File: config.mk
export PLATFORM = sky130hd
export DESIGN_NAME = modbus_tcp_input_reg_response_parser_core
export DESIGN_NICKNAME = d
export VERILOG_FILES = /design/src/hdl/mtirp_pkg.sv /design/src/hdl/modbus_tcp_input_reg_response_parser_core.sv /design/src/hdl/mtirp_parse.sv /design/src/hdl/mtirp_skid.sv
export SDC_FILE = /design/constraint.sdc
export NUM_CORES = 1
export LEC_CHECK = 0
export BUFFER_PORTS_ARGS = -buffer_cell sky130_fd_sc_hd__clkbuf_2
export CELL_PAD_IN_SITES_DETAIL_PLACEMENT = 0
export CELL_PAD_IN_SITES_GLOBAL_PLACEMENT = 2
export CORE_ASPECT_RATIO = 1.5
export CORE_MARGIN = 2
export CORE_UTILIZATION = 40
export DETAILED_ROUTE_END_ITERATION = 8
export PLACE_DENSITY = 0.86
export SYNTH_ARGS = -nofsm -noshare
export SYNTH_HDL_FRONTEND = slang
export SYNTH_HIERARCHICAL = 1
export SYNTH_SLANG_ARGS = --single-unit
File: constraint.sdc
create_clock -name clock -period 5.7 [get_ports clock]
set_clock_uncertainty 0.15 [all_clocks]
set_input_delay 1.14 -clock clock [delete_from_list [all_inputs] [get_ports clock]]
set_output_delay 1.14 -clock clock [all_outputs]
set_load 0.05 [all_outputs]
File: src/hdl/mtirp_pkg.sv
package mtirp_pkg;

   localparam int unsigned MAX_REGISTERS = 125;

   localparam int unsigned POS_W = 9;
   localparam logic [POS_W-1:0] POS_MAX      = 9'd511;
   localparam logic [POS_W-1:0] HDR_LEN      = 9'd9;
   localparam logic [POS_W-1:0] POS_TID_HI   = 9'd0;
   localparam logic [POS_W-1:0] POS_TID_LO   = 9'd1;
   localparam logic [POS_W-1:0] POS_PROTO_HI = 9'd2;
   localparam logic [POS_W-1:0] POS_PROTO_LO = 9'd3;
   localparam logic [POS_W-1:0] POS_LEN_HI   = 9'd4;
   localparam logic [POS_W-1:0] POS_LEN_LO   = 9'd5;
   localparam logic [POS_W-1:0] POS_UNIT     = 9'd6;
   localparam logic [POS_W-1:0] POS_FUNC     = 9'd7;
   localparam logic [POS_W-1:0] POS_BCNT     = 9'd8;

   localparam logic [7:0] FUNC_READ_INPUT = 8'h04;
   localparam logic [7:0] PROTO_ID        = 8'h00;

   // check flag bit positions
   localparam int unsigned FL_TID   = 0;
   localparam int unsigned FL_PROTO = 1;
   localparam int unsigned FL_UNIT  = 2;
   localparam int unsigned FL_FUNC  = 3;
   localparam int unsigned FL_BCNT  = 4;

   localparam logic [2:0] STATUS_OK       = 3'd0;
   localparam logic [2:0] STATUS_LENGTH   = 3'd1;
   localparam logic [2:0] STATUS_TID      = 3'd2;
   localparam logic [2:0] STATUS_PROTO    = 3'd3;
   localparam logic [2:0] STATUS_UNIT     = 3'd4;
   localparam logic [2:0] STATUS_FUNC     = 3'd5;
   localparam logic [2:0] STATUS_BYTE_CNT = 3'd6;

   localparam logic [1:0] CSR_TXN_ID         = 2'd0;
   localparam logic [1:0] CSR_UNIT_ID        = 2'd1;
   localparam logic [1:0] CSR_REGISTER_COUNT = 2'd2;

   typedef struct packed {
      logic        reg_valid;
      logic [6:0]  reg_index;
      logic [15:0] reg_value;
      logic        frame_done;
      logic [2:0]  status;
   } rsp_type;

   typedef struct packed {
      logic [15:0] txn_id;
      logic [7:0]  unit_id;
      logic [6:0]  register_count;
   } cfg_type;

endpackage

File: src/hdl/modbus_tcp_input_reg_response_parser_core.sv
// Channel   Dir  Handshake            Payload
// req       in   req_valid/req_ready  req_frame_byte[7:0], req_last_byte
// rsp       out  rsp_valid/rsp_ready  rsp_reg_valid, rsp_reg_index[6:0],
//                                     rsp_reg_value[15:0], rsp_frame_done, rsp_status[2:0]
// csr       in   csr_we               csr_index[1:0], csr_wdata[15:0]
//
// One byte per cycle while req_ready is high: header checks and register assembly are one compare stage
// between the frame state registers and the result register.
// A result is registered in the output register, or in the skid register while the output is held;
// beats that complete no register and are not last give none.
// A two-deep result buffer keeps req_ready high while one result waits; it drops
// only when both entries are held.
// Synchronous reset clears frame state and the configuration (register count 1).
module modbus_tcp_input_reg_response_parser_core (
   input  logic        clock,
   input  logic        reset,
   input  logic        req_valid,
   output logic        req_ready,
   input  logic [7:0]  req_frame_byte,
   input  logic        req_last_byte,
   output logic        rsp_valid,
   input  logic        rsp_ready,
   output logic        rsp_reg_valid,
   output logic [6:0]  rsp_reg_index,
   output logic [15:0] rsp_reg_value,
   output logic        rsp_frame_done,
   output logic [2:0]  rsp_status,
   input  logic        csr_we,
   input  logic [1:0]  csr_index,
   input  logic [15:0] csr_wdata
);
   import mtirp_pkg::*;

   cfg_type cfg_ff, cfg_in;
   logic    accept;
   logic    has_result;
   rsp_type result;
   rsp_type out_data;

   always_comb begin
      cfg_in = cfg_ff;
      if (csr_we) begin
         case (csr_index)
            CSR_TXN_ID:         cfg_in.txn_id         = csr_wdata;
            CSR_UNIT_ID:        cfg_in.unit_id        = csr_wdata[7:0];
            CSR_REGISTER_COUNT: cfg_in.register_count = csr_wdata[6:0];
            default: ;
         endcase
      end
   end

   always_ff @(posedge clock) begin
      if (reset) begin
         cfg_ff.txn_id         <= '0;
         cfg_ff.unit_id        <= '0;
         cfg_ff.register_count <= 7'd1;
      end else begin
         cfg_ff <= cfg_in;
      end
   end

   assign accept = req_valid & req_ready;

   mtirp_parse u_parse (
      .clock      (clock),
      .reset      (reset),
      .accept     (accept),
      .frame_byte (req_frame_byte),
      .last_byte  (req_last_byte),
      .cfg        (cfg_ff),
      .has_result (has_result),
      .result     (result)
   );

   mtirp_skid u_skid (
      .clock      (clock),
      .reset      (reset),
      .push       (accept & has_result),
      .push_data  (result),
      .can_accept (req_ready),
      .out_valid  (rsp_valid),
      .out_ready  (rsp_ready),
      .out_data   (out_data)
   );

   assign rsp_reg_valid  = out_data.reg_valid;
   assign rsp_reg_index  = out_data.reg_index;
   assign rsp_reg_value  = out_data.reg_value;
   assign rsp_frame_done = out_data.frame_done;
   assign rsp_status     = out_data.status;

   // a result beat always carries a register or a frame end
   a_rsp_not_empty: assert property (@(posedge clock) disable iff (reset)
      rsp_valid |-> (rsp_reg_valid || rsp_frame_done))
      else $error("empty result beat");

   a_status_only_at_end: assert property (@(posedge clock) disable iff (reset)
      (rsp_valid && !rsp_frame_done) |-> (rsp_status == STATUS_OK))
      else $error("status set before frame end");

   a_index_in_range: assert property (@(posedge clock) disable iff (reset)
      (rsp_valid && rsp_reg_valid) |-> (rsp_reg_index < 7'(MAX_REGISTERS)))
      else $error("register index beyond limit");

   // back-pressure only once the output is occupied
   a_stall_needs_output: assert property (@(posedge clock) disable iff (reset)
      !req_ready |-> rsp_valid)
      else $error("input stalled with empty output");

endmodule

File: src/hdl/mtirp_parse.sv
module mtirp_parse (
   input  logic              clock,
   input  logic              reset,
   input  logic              accept,
   input  logic [7:0]        frame_byte,
   input  logic              last_byte,
   input  mtirp_pkg::cfg_type cfg,
   output logic              has_result,
   output mtirp_pkg::rsp_type result
);
   import mtirp_pkg::*;

   logic [POS_W-1:0] byte_position_ff, byte_position_in;
   logic [7:0]       tid_high_byte_ff, tid_high_byte_in;
   logic [4:0]       check_flags_ff, check_flags_in;
   logic [7:0]       received_byte_count_ff, received_byte_count_in;
   logic [7:0]       data_high_byte_ff, data_high_byte_in;

   logic [POS_W-1:0] pos_next;
   logic [POS_W-1:0] offset;
   logic [7:0]       reg_k;
   logic [6:0]       limit;
   logic [POS_W-1:0] want_len;
   logic [4:0]       flags_now;
   logic [7:0]       bcnt_now;
   logic [2:0]       status;

   assign limit = (cfg.register_count > 7'(MAX_REGISTERS)) ? 7'(MAX_REGISTERS)
                                                          : cfg.register_count;
   assign offset = byte_position_ff - HDR_LEN;
   assign reg_k  = offset[POS_W-1:1];
   assign pos_next = (byte_position_ff != POS_MAX) ? byte_position_ff + 9'd1
                                                   : byte_position_ff;

   always_comb begin
      tid_high_byte_in       = tid_high_byte_ff;
      flags_now              = check_flags_ff;
      bcnt_now               = received_byte_count_ff;
      data_high_byte_in      = data_high_byte_ff;
      result                 = '0;
      case (byte_position_ff)
         POS_TID_HI: tid_high_byte_in = frame_byte;
         POS_TID_LO: begin
            if ({tid_high_byte_ff, frame_byte} != cfg.txn_id)
               flags_now[FL_TID] = 1'b1;
         end
         POS_PROTO_HI, POS_PROTO_LO: begin
            if (frame_byte != PROTO_ID) flags_now[FL_PROTO] = 1'b1;
         end
         POS_LEN_HI, POS_LEN_LO: ;
         POS_UNIT: begin
            if (frame_byte != cfg.unit_id) flags_now[FL_UNIT] = 1'b1;
         end
         POS_FUNC: begin
            if (frame_byte != FUNC_READ_INPUT) flags_now[FL_FUNC] = 1'b1;
         end
         POS_BCNT: begin
            bcnt_now = frame_byte;
            if (frame_byte != {cfg.register_count, 1'b0}) flags_now[FL_BCNT] = 1'b1;
         end
         default: begin
            if (byte_position_ff != POS_MAX) begin
               if (!offset[0]) begin
                  data_high_byte_in = frame_byte;
               end else if (reg_k < {1'b0, limit}) begin
                  result.reg_valid = 1'b1;
                  result.reg_index = reg_k[6:0];
                  result.reg_value = {data_high_byte_ff, frame_byte};
               end
            end
         end
      endcase

      // status uses the length including this beat
      want_len = HDR_LEN + {1'b0, bcnt_now};
      if (pos_next < HDR_LEN)         status = STATUS_LENGTH;
      else if (flags_now[FL_TID])     status = STATUS_TID;
      else if (flags_now[FL_PROTO])   status = STATUS_PROTO;
      else if (flags_now[FL_UNIT])    status = STATUS_UNIT;
      else if (flags_now[FL_FUNC])    status = STATUS_FUNC;
      else if (flags_now[FL_BCNT])    status = STATUS_BYTE_CNT;
      else if (pos_next != want_len)  status = STATUS_LENGTH;
      else                            status = STATUS_OK;

      if (last_byte) begin
         result.frame_done      = 1'b1;
         result.status          = status;
         byte_position_in       = '0;
         tid_high_byte_in       = '0;
         check_flags_in         = '0;
         received_byte_count_in = '0;
         data_high_byte_in      = '0;
      end else begin
         byte_position_in       = pos_next;
         check_flags_in         = flags_now;
         received_byte_count_in = bcnt_now;
      end
      has_result = result.reg_valid | last_byte;
   end

   always_ff @(posedge clock) begin
      if (reset) begin
         byte_position_ff       <= '0;
         tid_high_byte_ff       <= '0;
         check_flags_ff         <= '0;
         received_byte_count_ff <= '0;
         data_high_byte_ff      <= '0;
      end else if (accept) begin
         byte_position_ff       <= byte_position_in;
         tid_high_byte_ff       <= tid_high_byte_in;
         check_flags_ff         <= check_flags_in;
         received_byte_count_ff <= received_byte_count_in;
         data_high_byte_ff      <= data_high_byte_in;
      end
   end

endmodule

File: src/hdl/mtirp_skid.sv
module mtirp_skid (
   input  logic              clock,
   input  logic              reset,
   input  logic              push,
   input  mtirp_pkg::rsp_type push_data,
   output logic              can_accept,
   output logic              out_valid,
   input  logic              out_ready,
   output mtirp_pkg::rsp_type out_data
);
   import mtirp_pkg::*;

   logic    out_valid_ff, out_valid_in;
   logic    skid_valid_ff, skid_valid_in;
   rsp_type out_data_ff, out_data_in;
   rsp_type skid_data_ff, skid_data_in;
   logic    out_free;

   assign out_free   = out_ready | ~out_valid_ff;
   assign can_accept = ~skid_valid_ff;

   always_comb begin
      out_valid_in  = out_valid_ff;
      out_data_in   = out_data_ff;
      skid_valid_in = skid_valid_ff;
      skid_data_in  = skid_data_ff;
      if (out_free) begin
         // no push while skid holds a beat
         if (skid_valid_ff) begin
            out_valid_in  = 1'b1;
            out_data_in   = skid_data_ff;
            skid_valid_in = 1'b0;
         end else begin
            out_valid_in = push;
            out_data_in  = push_data;
         end
      end else if (push) begin
         skid_valid_in = 1'b1;
         skid_data_in  = push_data;
      end
   end

   always_ff @(posedge clock) begin
      if (reset) begin
         out_valid_ff  <= 1'b0;
         skid_valid_ff <= 1'b0;
      end else begin
         out_valid_ff  <= out_valid_in;
         skid_valid_ff <= skid_valid_in;
      end
   end

   always_ff @(posedge clock) begin
      out_data_ff  <= out_data_in;
      skid_data_ff <= skid_data_in;
   end

   assign out_valid = out_valid_ff;
   assign out_data  = out_data_ff;

endmodule

Yosys cells after proc, flatten, opt, wreduce, memory -nomap -nowiden
Index checks and enable logic that the tools add are counted.
{"block": "totals", "reg_bits": 127, "input_bits": 32, "out_inout_bits": 30, "elab_cells": 101}
{"block": "classes", "add_sub_neg": 3, "order_cmp": 3, "n_eq_ne": 18, "muxes": 36, "bitwise": 7, "reduce_logical": 14}
{"op": "24-bit two-way mux", "count": 4}
{"op": "8-bit two-way mux", "count": 8}
{"op": "9-bit by 3-bit equality test with 1-bit output (second input constant)", "count": 4}
{"op": "28-bit two-way mux", "count": 1}
{"op": "9-bit by 2-bit equality test with 1-bit output (second input constant)", "count": 2}
{"op": "3-bit two-way mux", "count": 6}
{"op": "9-bit two-way mux", "count": 2}
{"op": "16-bit != test", "count": 1}
{"op": "8-bit != test", "count": 2}
{"op": "1-bit two-way mux", "count": 12}
{"op": "2-bit AND reduction", "count": 5}
{"op": "4-bit by 8-bit adder with 9-bit output (first input constant)", "count": 1}
{"op": "9-bit by 1-bit adder with 9-bit output (second input constant)", "count": 1}
{"op": "9-bit by 1-bit equality test with 1-bit output (second input constant)", "count": 1}
{"op": "9-bit by 4-bit equality test with 1-bit output (second input constant)", "count": 1}
{"op": "9-bit zero test", "count": 1}
{"op": "9-bit by 4-bit less-than comparator with 1-bit output (second input constant)", "count": 1}
{"op": "9-bit != test", "count": 1}
{"op": "9-bit != test (second input constant)", "count": 1}
{"op": "9-bit OR reduction", "count": 1}
{"op": "9-bit by 4-bit subtractor with 9-bit output (second input constant)", "count": 1}
{"op": "8-bit by 7-bit less-than comparator with 1-bit output", "count": 1}
{"op": "8-bit by 3-bit != test with 1-bit output (second input constant)", "count": 1}
{"op": "8-bit nonzero test", "count": 1}
{"op": "15 further kinds", "count": 21}

Longest topological paths before layout
{"block": "logic_depth", "word_depth": 13, "depth_mapped": 16, "ltp_nobuf": 15}

By module
The synthesis kept the hierarchy.
{"mod": "mtirp_parse", "n_inst": 1, "cells_each": 406, "area_each_um2": 3234.4, "seq_area_each_um2": 760.7}
{"mod": "mtirp_skid", "n_inst": 1, "cells_each": 96, "area_each_um2": 2209.6, "seq_area_each_um2": 1721.7}
{"mod": "modbus_tcp_input_reg_response_parser_core", "n_inst": 1, "cells_each": 124, "area_each_um2": 1327.5, "seq_area_each_um2": 620.6}

Worst setup path before layout
No wires, ideal clock.
{"block": "synth_path", "kind": "reg2reg", "startpoint": "register u_parse.byte_position_ff[0]", "endpoint": "register u_skid/skid_data_ff[0] in the netlist's numbering, enable pin", "setup_ns": 0.413, "arrival_time_ns": 4.014, "t_required_ns": 5.137, "setup_slack_ns": 1.124, "stages_incl_launch_ff": 17, "n_path_buf": 1, "period_less_slack_ns": 4.576, "cell_sequence": "dfxtp_1 -> buf_6 -> inv_1 -> ha_1 -> inv_1 -> o21ai_0 -> nor3b_1 -> xor2_1 -> ha_1 -> a21o_1 -> a211oi_1 -> nand2_1 -> nor3_2 -> or2_2 -> and3_1 -> inv_1 -> nor2_1"}
{"block": "synth_via", "elab_chain_cells": 9, "word_cells_on_any_way": 20, "classes_between": "add/sub (1); order compare (1); eq/ne (9); mux (4); bitwise (2); reduce/logical (3)"}
{"element": "start: declaration", "line": "mtirp_parse.sv:13", "rtl": "logic [POS_W-1:0] byte_position_ff, byte_position_in;"}
{"element": "start signal: assignment", "line": "mtirp_parse.sv:109", "rtl": "byte_position_ff <= byte_position_in;"}
{"element": "9-bit by 4-bit subtractor with 9-bit output", "line": "mtirp_parse.sv:30", "rtl": "assign offset = byte_position_ff - HDR_LEN;"}
{"element": "8-bit by 7-bit less-than comparator with 1-bit output", "line": "mtirp_parse.sv:65", "rtl": "end else if (reg_k < {1'b0, limit}) begin"}
{"element": "24-bit two-way mux", "line": "mtirp_parse.sv:65"}
{"element": "24-bit two-way mux", "line": "mtirp_parse.sv:63", "rtl": "if (!offset[0]) begin"}
{"element": "24-bit two-way mux", "line": "mtirp_parse.sv:62", "rtl": "if (byte_position_ff != POS_MAX) begin"}
{"element": "24-bit two-way mux (*)", "line": "mtirp_parse.sv:41", "rtl": "case (byte_position_ff)"}
{"element": "1-bit OR (*)", "line": "mtirp_parse.sv:98", "rtl": "has_result = result.reg_valid | last_byte;"}
{"element": "via has_result", "line": "modbus_tcp_input_reg_response_parser_core.sv:36", "rtl": "logic has_result;"}
{"element": "1-bit AND (*)", "line": "modbus_tcp_input_reg_response_parser_core.sv:78", "rtl": ".push (accept & has_result),"}
{"element": "2-bit AND reduction (no line) (*)"}
{"element": "end signal: assignment", "line": "mtirp_skid.sv:55", "rtl": "skid_data_ff <= skid_data_in;"}
{"element": "end: declaration", "line": "mtirp_skid.sv:16", "rtl": "rsp_type skid_data_ff, skid_data_in;"}
Mark *: on every way through the listed nets, which the timed path passes. The rest lies on a longest branch.
A chain may end at the register's enable or synchronous reset.

==> metrics.md <==
| Metric | Value |
|---|---|
| Status | complete, no violations |
| Initial drt markers | ~290 |
| VDD IR max | 0.182 mV |
| Layout Nets | about 700 |
| Worst Path Buf+Inv | 1 |
| Tmin final | 4010 ps |
| Reg-to-reg startpoint | u_parse/byte_position_ff[0] |
| Final hold vios | 0 |
| Worst-Margin Slew | roughly 990 ps |
| N_diodes | 0 |
| Clock insertion delay at the later pin of the skew report | a little over 400 ps |
| Largest net degree at the start of global routing | a little over 60 |
| Vias in the first global route | approximately 4700 |
| Antenna violations before repair | 0 |
| Fmax | approximately 250 MHz |
| Crit path depth | 14 |
| Worst Setup SP | u_parse/byte_position_ff[0] |
| GRT Total Usage | between 10% and 20% |
| Overflow after GRT | 0 |
| Primary FF master, synth | dfxtp_1 |
| M1 GR Usage | a little over a fifth |
| Synth Instances | approximately 630 |
| Hold-fix buffers, CTS | 0 |
| Register area share after synthesis | about 46% |
| Clock share of power | 47.3% |
| Initial Util | 40.6% |
| Row count | just under 60 |
| Hold path depth | 2 |
| Busiest layer in global routing | met2 |
| Worst Hold Class | register to register |
| Setup TNS | 0 ps |
| CP Max Fanout | 12 |
| Post-route clock period utilization | about 70% |
| Max Cap Viol | 0 |
| Sequential share of power | ~45% |
| Clock Sinks | about 130 |
| Global Route met3 Usage | 2.95% |
| Max-slew violations | 0 |
| Netlist cell types | 60 |
| IO Pins | 62 |
| Most Frequent Cell on Critical Path | ha_1 |
| Met2 Use GR | a little under a third |
| Post-synth EDFFs | between 50 and 60 |
| Die area | around 0.018 mm² |
| Critical path required time | around 5700 ps |
| Min-Delay Startpoint | u_parse/check_flags_ff[2] |
| Post-Syn Area per Cell | 10.8 µm² |
| DRT Wirelength | ~15000 µm |
| Setup Fix Bufs, Post-CTS | 0 |
| Final setup fails | 0 |
| Vias | between 4000 and 5000 |
| WHS | 329 ps |
| Vias per inst | approximately 5.2 |
| Synth Cell Area | approximately 0.0068 mm² |
| Net switching fraction of the power | 25.1% |
| Critical Path Slowest Stage Cell | dfxtp_1 |
| Clock transition at path regs | 60 ps |
| Area grow syn2layout | 13.4% |
| Worst Reg-to-Reg Cells | 14 |
| Slew HR | between 30% and 40% |
| Number of routed nets with antenna violations | 0 |
| Crit end category | register |
| CP peak stage delay | 430 ps |
| Syn nets | 670 |
| IO buf count | a little over 60 |
| Die width | around 110 µm |
| Gate power share | 7.8% |
| Pint | 1.64 mW |
| Cell Pwr Density | 285 mW/mm² |
| CP cell instances | inv_1, ha_1, nor4bb_4, and2_4, mux2_2, ha_1, and2_1, o2bb2ai_1, nand3_1, o21ai_1, xnor2_1, nand4b_1, o311a_1, mux2_4 |
| Global-route wire length before repair | between 20000 and 25000 µm |
| Final RePlAce weighted congestion | about 0.86 |
| Clock Tree Buf Depth | 2 |
| Crit start category | register |
| CTS tree | built |
| RSZ-0062 raised after global routing | no |
| PostCTS Resize Cnt | 0 |
| Synth Register Bits | 127 |
| Post-detail-place hpwl | ~11000 µm |
| Root buffer cell | clkbuf_16 |
| Final core occ | 46.0% |
| H-tree depth | 4 |
| CTS Buf Count | 17 |
| Core Region | about 0.017 mm² |
| Die Span Y | between 150 and 200 µm |
| Yosys Warn Count | 6 |
| Setup CP Type | register to register |
| P_sw | about 550 µW |
| P_leak | 3.15 nW |
| Drt first pass iters | 5 |
| Arrival @ worst endpoint | ~4000 ps |
| Ys async rst share | 0% |
| Post-route DRC | 0 |
| Drt wl/cell | 17.1 µm |
| Top delay family on crit path | simple AND/OR/NAND/NOR gates |
| Fraction of layout cells with a size suffix above 1 | 20.6% |
## final cells by class
type / instances / area (µm²)
fill: 1602 / 9010
multi-input combinational: 442 / 3350
sequential: 127 / 3100
clock buffer: 19 / 433
timing repair buffer: 67 / 350
tap: 210 / 263
clock inverter: 13 / 130
inverter: 12 / 45.0
## registers in the layout, summed over array words and instances (netlist names)
| register | cells |
|---|---|
| u_parse/data_high_byte_ff | 8 |
| u_parse/check_flags_ff | 5 |
| u_skid/out_data | 28 |
| u_parse/received_byte_count_ff | 8 |
| u_skid/skid_data_ff | 28 |
| u_skid/out_valid | 1 |
| cfg_ff | 31 |
| u_parse/tid_high_byte_ff | 8 |
| u_parse/byte_position_ff | 9 |
| u_skid/skid_valid_ff | 1 |
## layout by cell type, fill, tap and decap left out, types with 10 or more instances in the layout
cell type | netlist | final
nand2_1 | 16 | 16
a21oi_1 | 18 | 18
xnor2_1 | 21 | 21
and2_1 | 25 | 25
mux2_4 | 29 | 29
nor2b_1 | 17 | 17
mux2i_1 | 55 | 55
nor2_1 | 49 | 48
nor4_1 | 10 | 10
ha_1 | 12 | 12
inv_1 | 12 | 12
dfxtp_1 | 71 | 70
nand2b_1 | 53 | 53
edfxtp_1 | 56 | 56
o21ai_0 | 15 | 15
xor2_1 | 34 | 34
clkbuf_16 | 0 | 17
clkbuf_2 | 0 | 61
## cell families (layout without fill, tap and decap cells)
kind of cell               Yosys count  after routing  share of synthesized area (%)
and+or+nand+nor                    219            219                           18.5
DFF                                127            127                           45.8
muxes                               87             87                           15.1
AOI/OAI and AO/OA                   69             69                           6.63
buffers and inverters               57            111                           4.69
xor gates and xnor gates            55             55                           7.11
adders and majority gates           12             12                           2.22
## power by group through the flow
stage / sequential, mW / clock [mW] / combinational [mW]
floorplan: 1.03 / 0 / 0.101
global placement: 1.00 / 0 / 0.170
detailed placement: 1.00 / 0 / 0.171
CTS: 0.983 / 1.06 / 0.172
global route: 0.985 / 1.10 / 0.185
finish: 0.982 / 1.04 / 0.171
## path summary, 6_finish.rpt
check	to	slack, ps
setup / recovery	u_skid/out_data[0]	1690
hold / removal	u_parse/check_flags_ff[2]	330
setup reg to reg	u_skid/out_data[0]	1690
hold reg to reg	u_parse/check_flags_ff[2]	330
## worst reg2reg max path, cell delays in order (launching register included)
cell       delay (ps)
dfxtp_1           430
inv_1             200
ha_1              220
nor4bb_4          420
and2_4            310
mux2_2            370
ha_1              220
and2_1            170
o2bb2ai_1         140
nand3_1           150
o21ai_1           120
xnor2_1           140
nand4b_1          110
o311a_1           330
mux2_4            270
## per-layer routing
layer  vias to the layer above  routed length [µm]
li1                       2276                   -
met1                      2219                6550
met2                       129                7780
met3                        27                 513
met4                         0                 352
met5                         -                   0
## stage by stage
stage          std cells  instance area (µm²)  power (mW)  setup slack (ps)
3_3_place_gp         858                 7120        1.17              1820
5_1_grt              890                 7680        2.26              1390
3_5_place_dp         858                 7120        1.17              1720
4_1_cts              890                 7680        2.22              1710
6_report             890                 7680        2.19              1690
2_1_floorplan        626                 6770        1.13              1120
## Yosys cell counts (2+ instances only)
library cell | n | area, µm²
buf_6 | 8 | 90.1
nor3b_2 | 2 | 25.0
o21ai_1 | 3 | 15.0
and3_1 | 8 | 50.1
a22oi_1 | 6 | 45.0
buf_1 | 2 | 7.51
nand3_1 | 8 | 40.0
nand3b_1 | 2 | 15.0
a21o_1 | 2 | 15.0
nor3b_1 | 3 | 22.5
a31oi_1 | 2 | 12.5
and2_1 | 25 | 156
mux2_2 | 3 | 33.8
edfxtp_1 | 56 | 1680
a21boi_0 | 2 | 15.0
buf_4 | 5 | 37.5
nor4_1 | 10 | 62.6
mux2i_1 | 55 | 551
xnor2_1 | 21 | 184
clkbuf_1 | 22 | 82.6
dfxtp_1 | 71 | 1420
nand2_1 | 16 | 60.1
a41oi_1 | 2 | 17.5
a211oi_1 | 4 | 30.0
mux2_4 | 29 | 435
ha_1 | 12 | 150
o2111a_1 | 2 | 22.5
buf_2 | 7 | 35.0
xor2_1 | 34 | 298
nor2_1 | 49 | 184
nand2b_1 | 53 | 332
inv_1 | 12 | 45.0
nor3_1 | 8 | 40.0
nor2b_1 | 17 | 106
a21oi_1 | 18 | 90.1
o21ai_0 | 15 | 75.1
nand4_1 | 9 | 56.3
No activity file was read; power rests on OpenSTA's default activity.
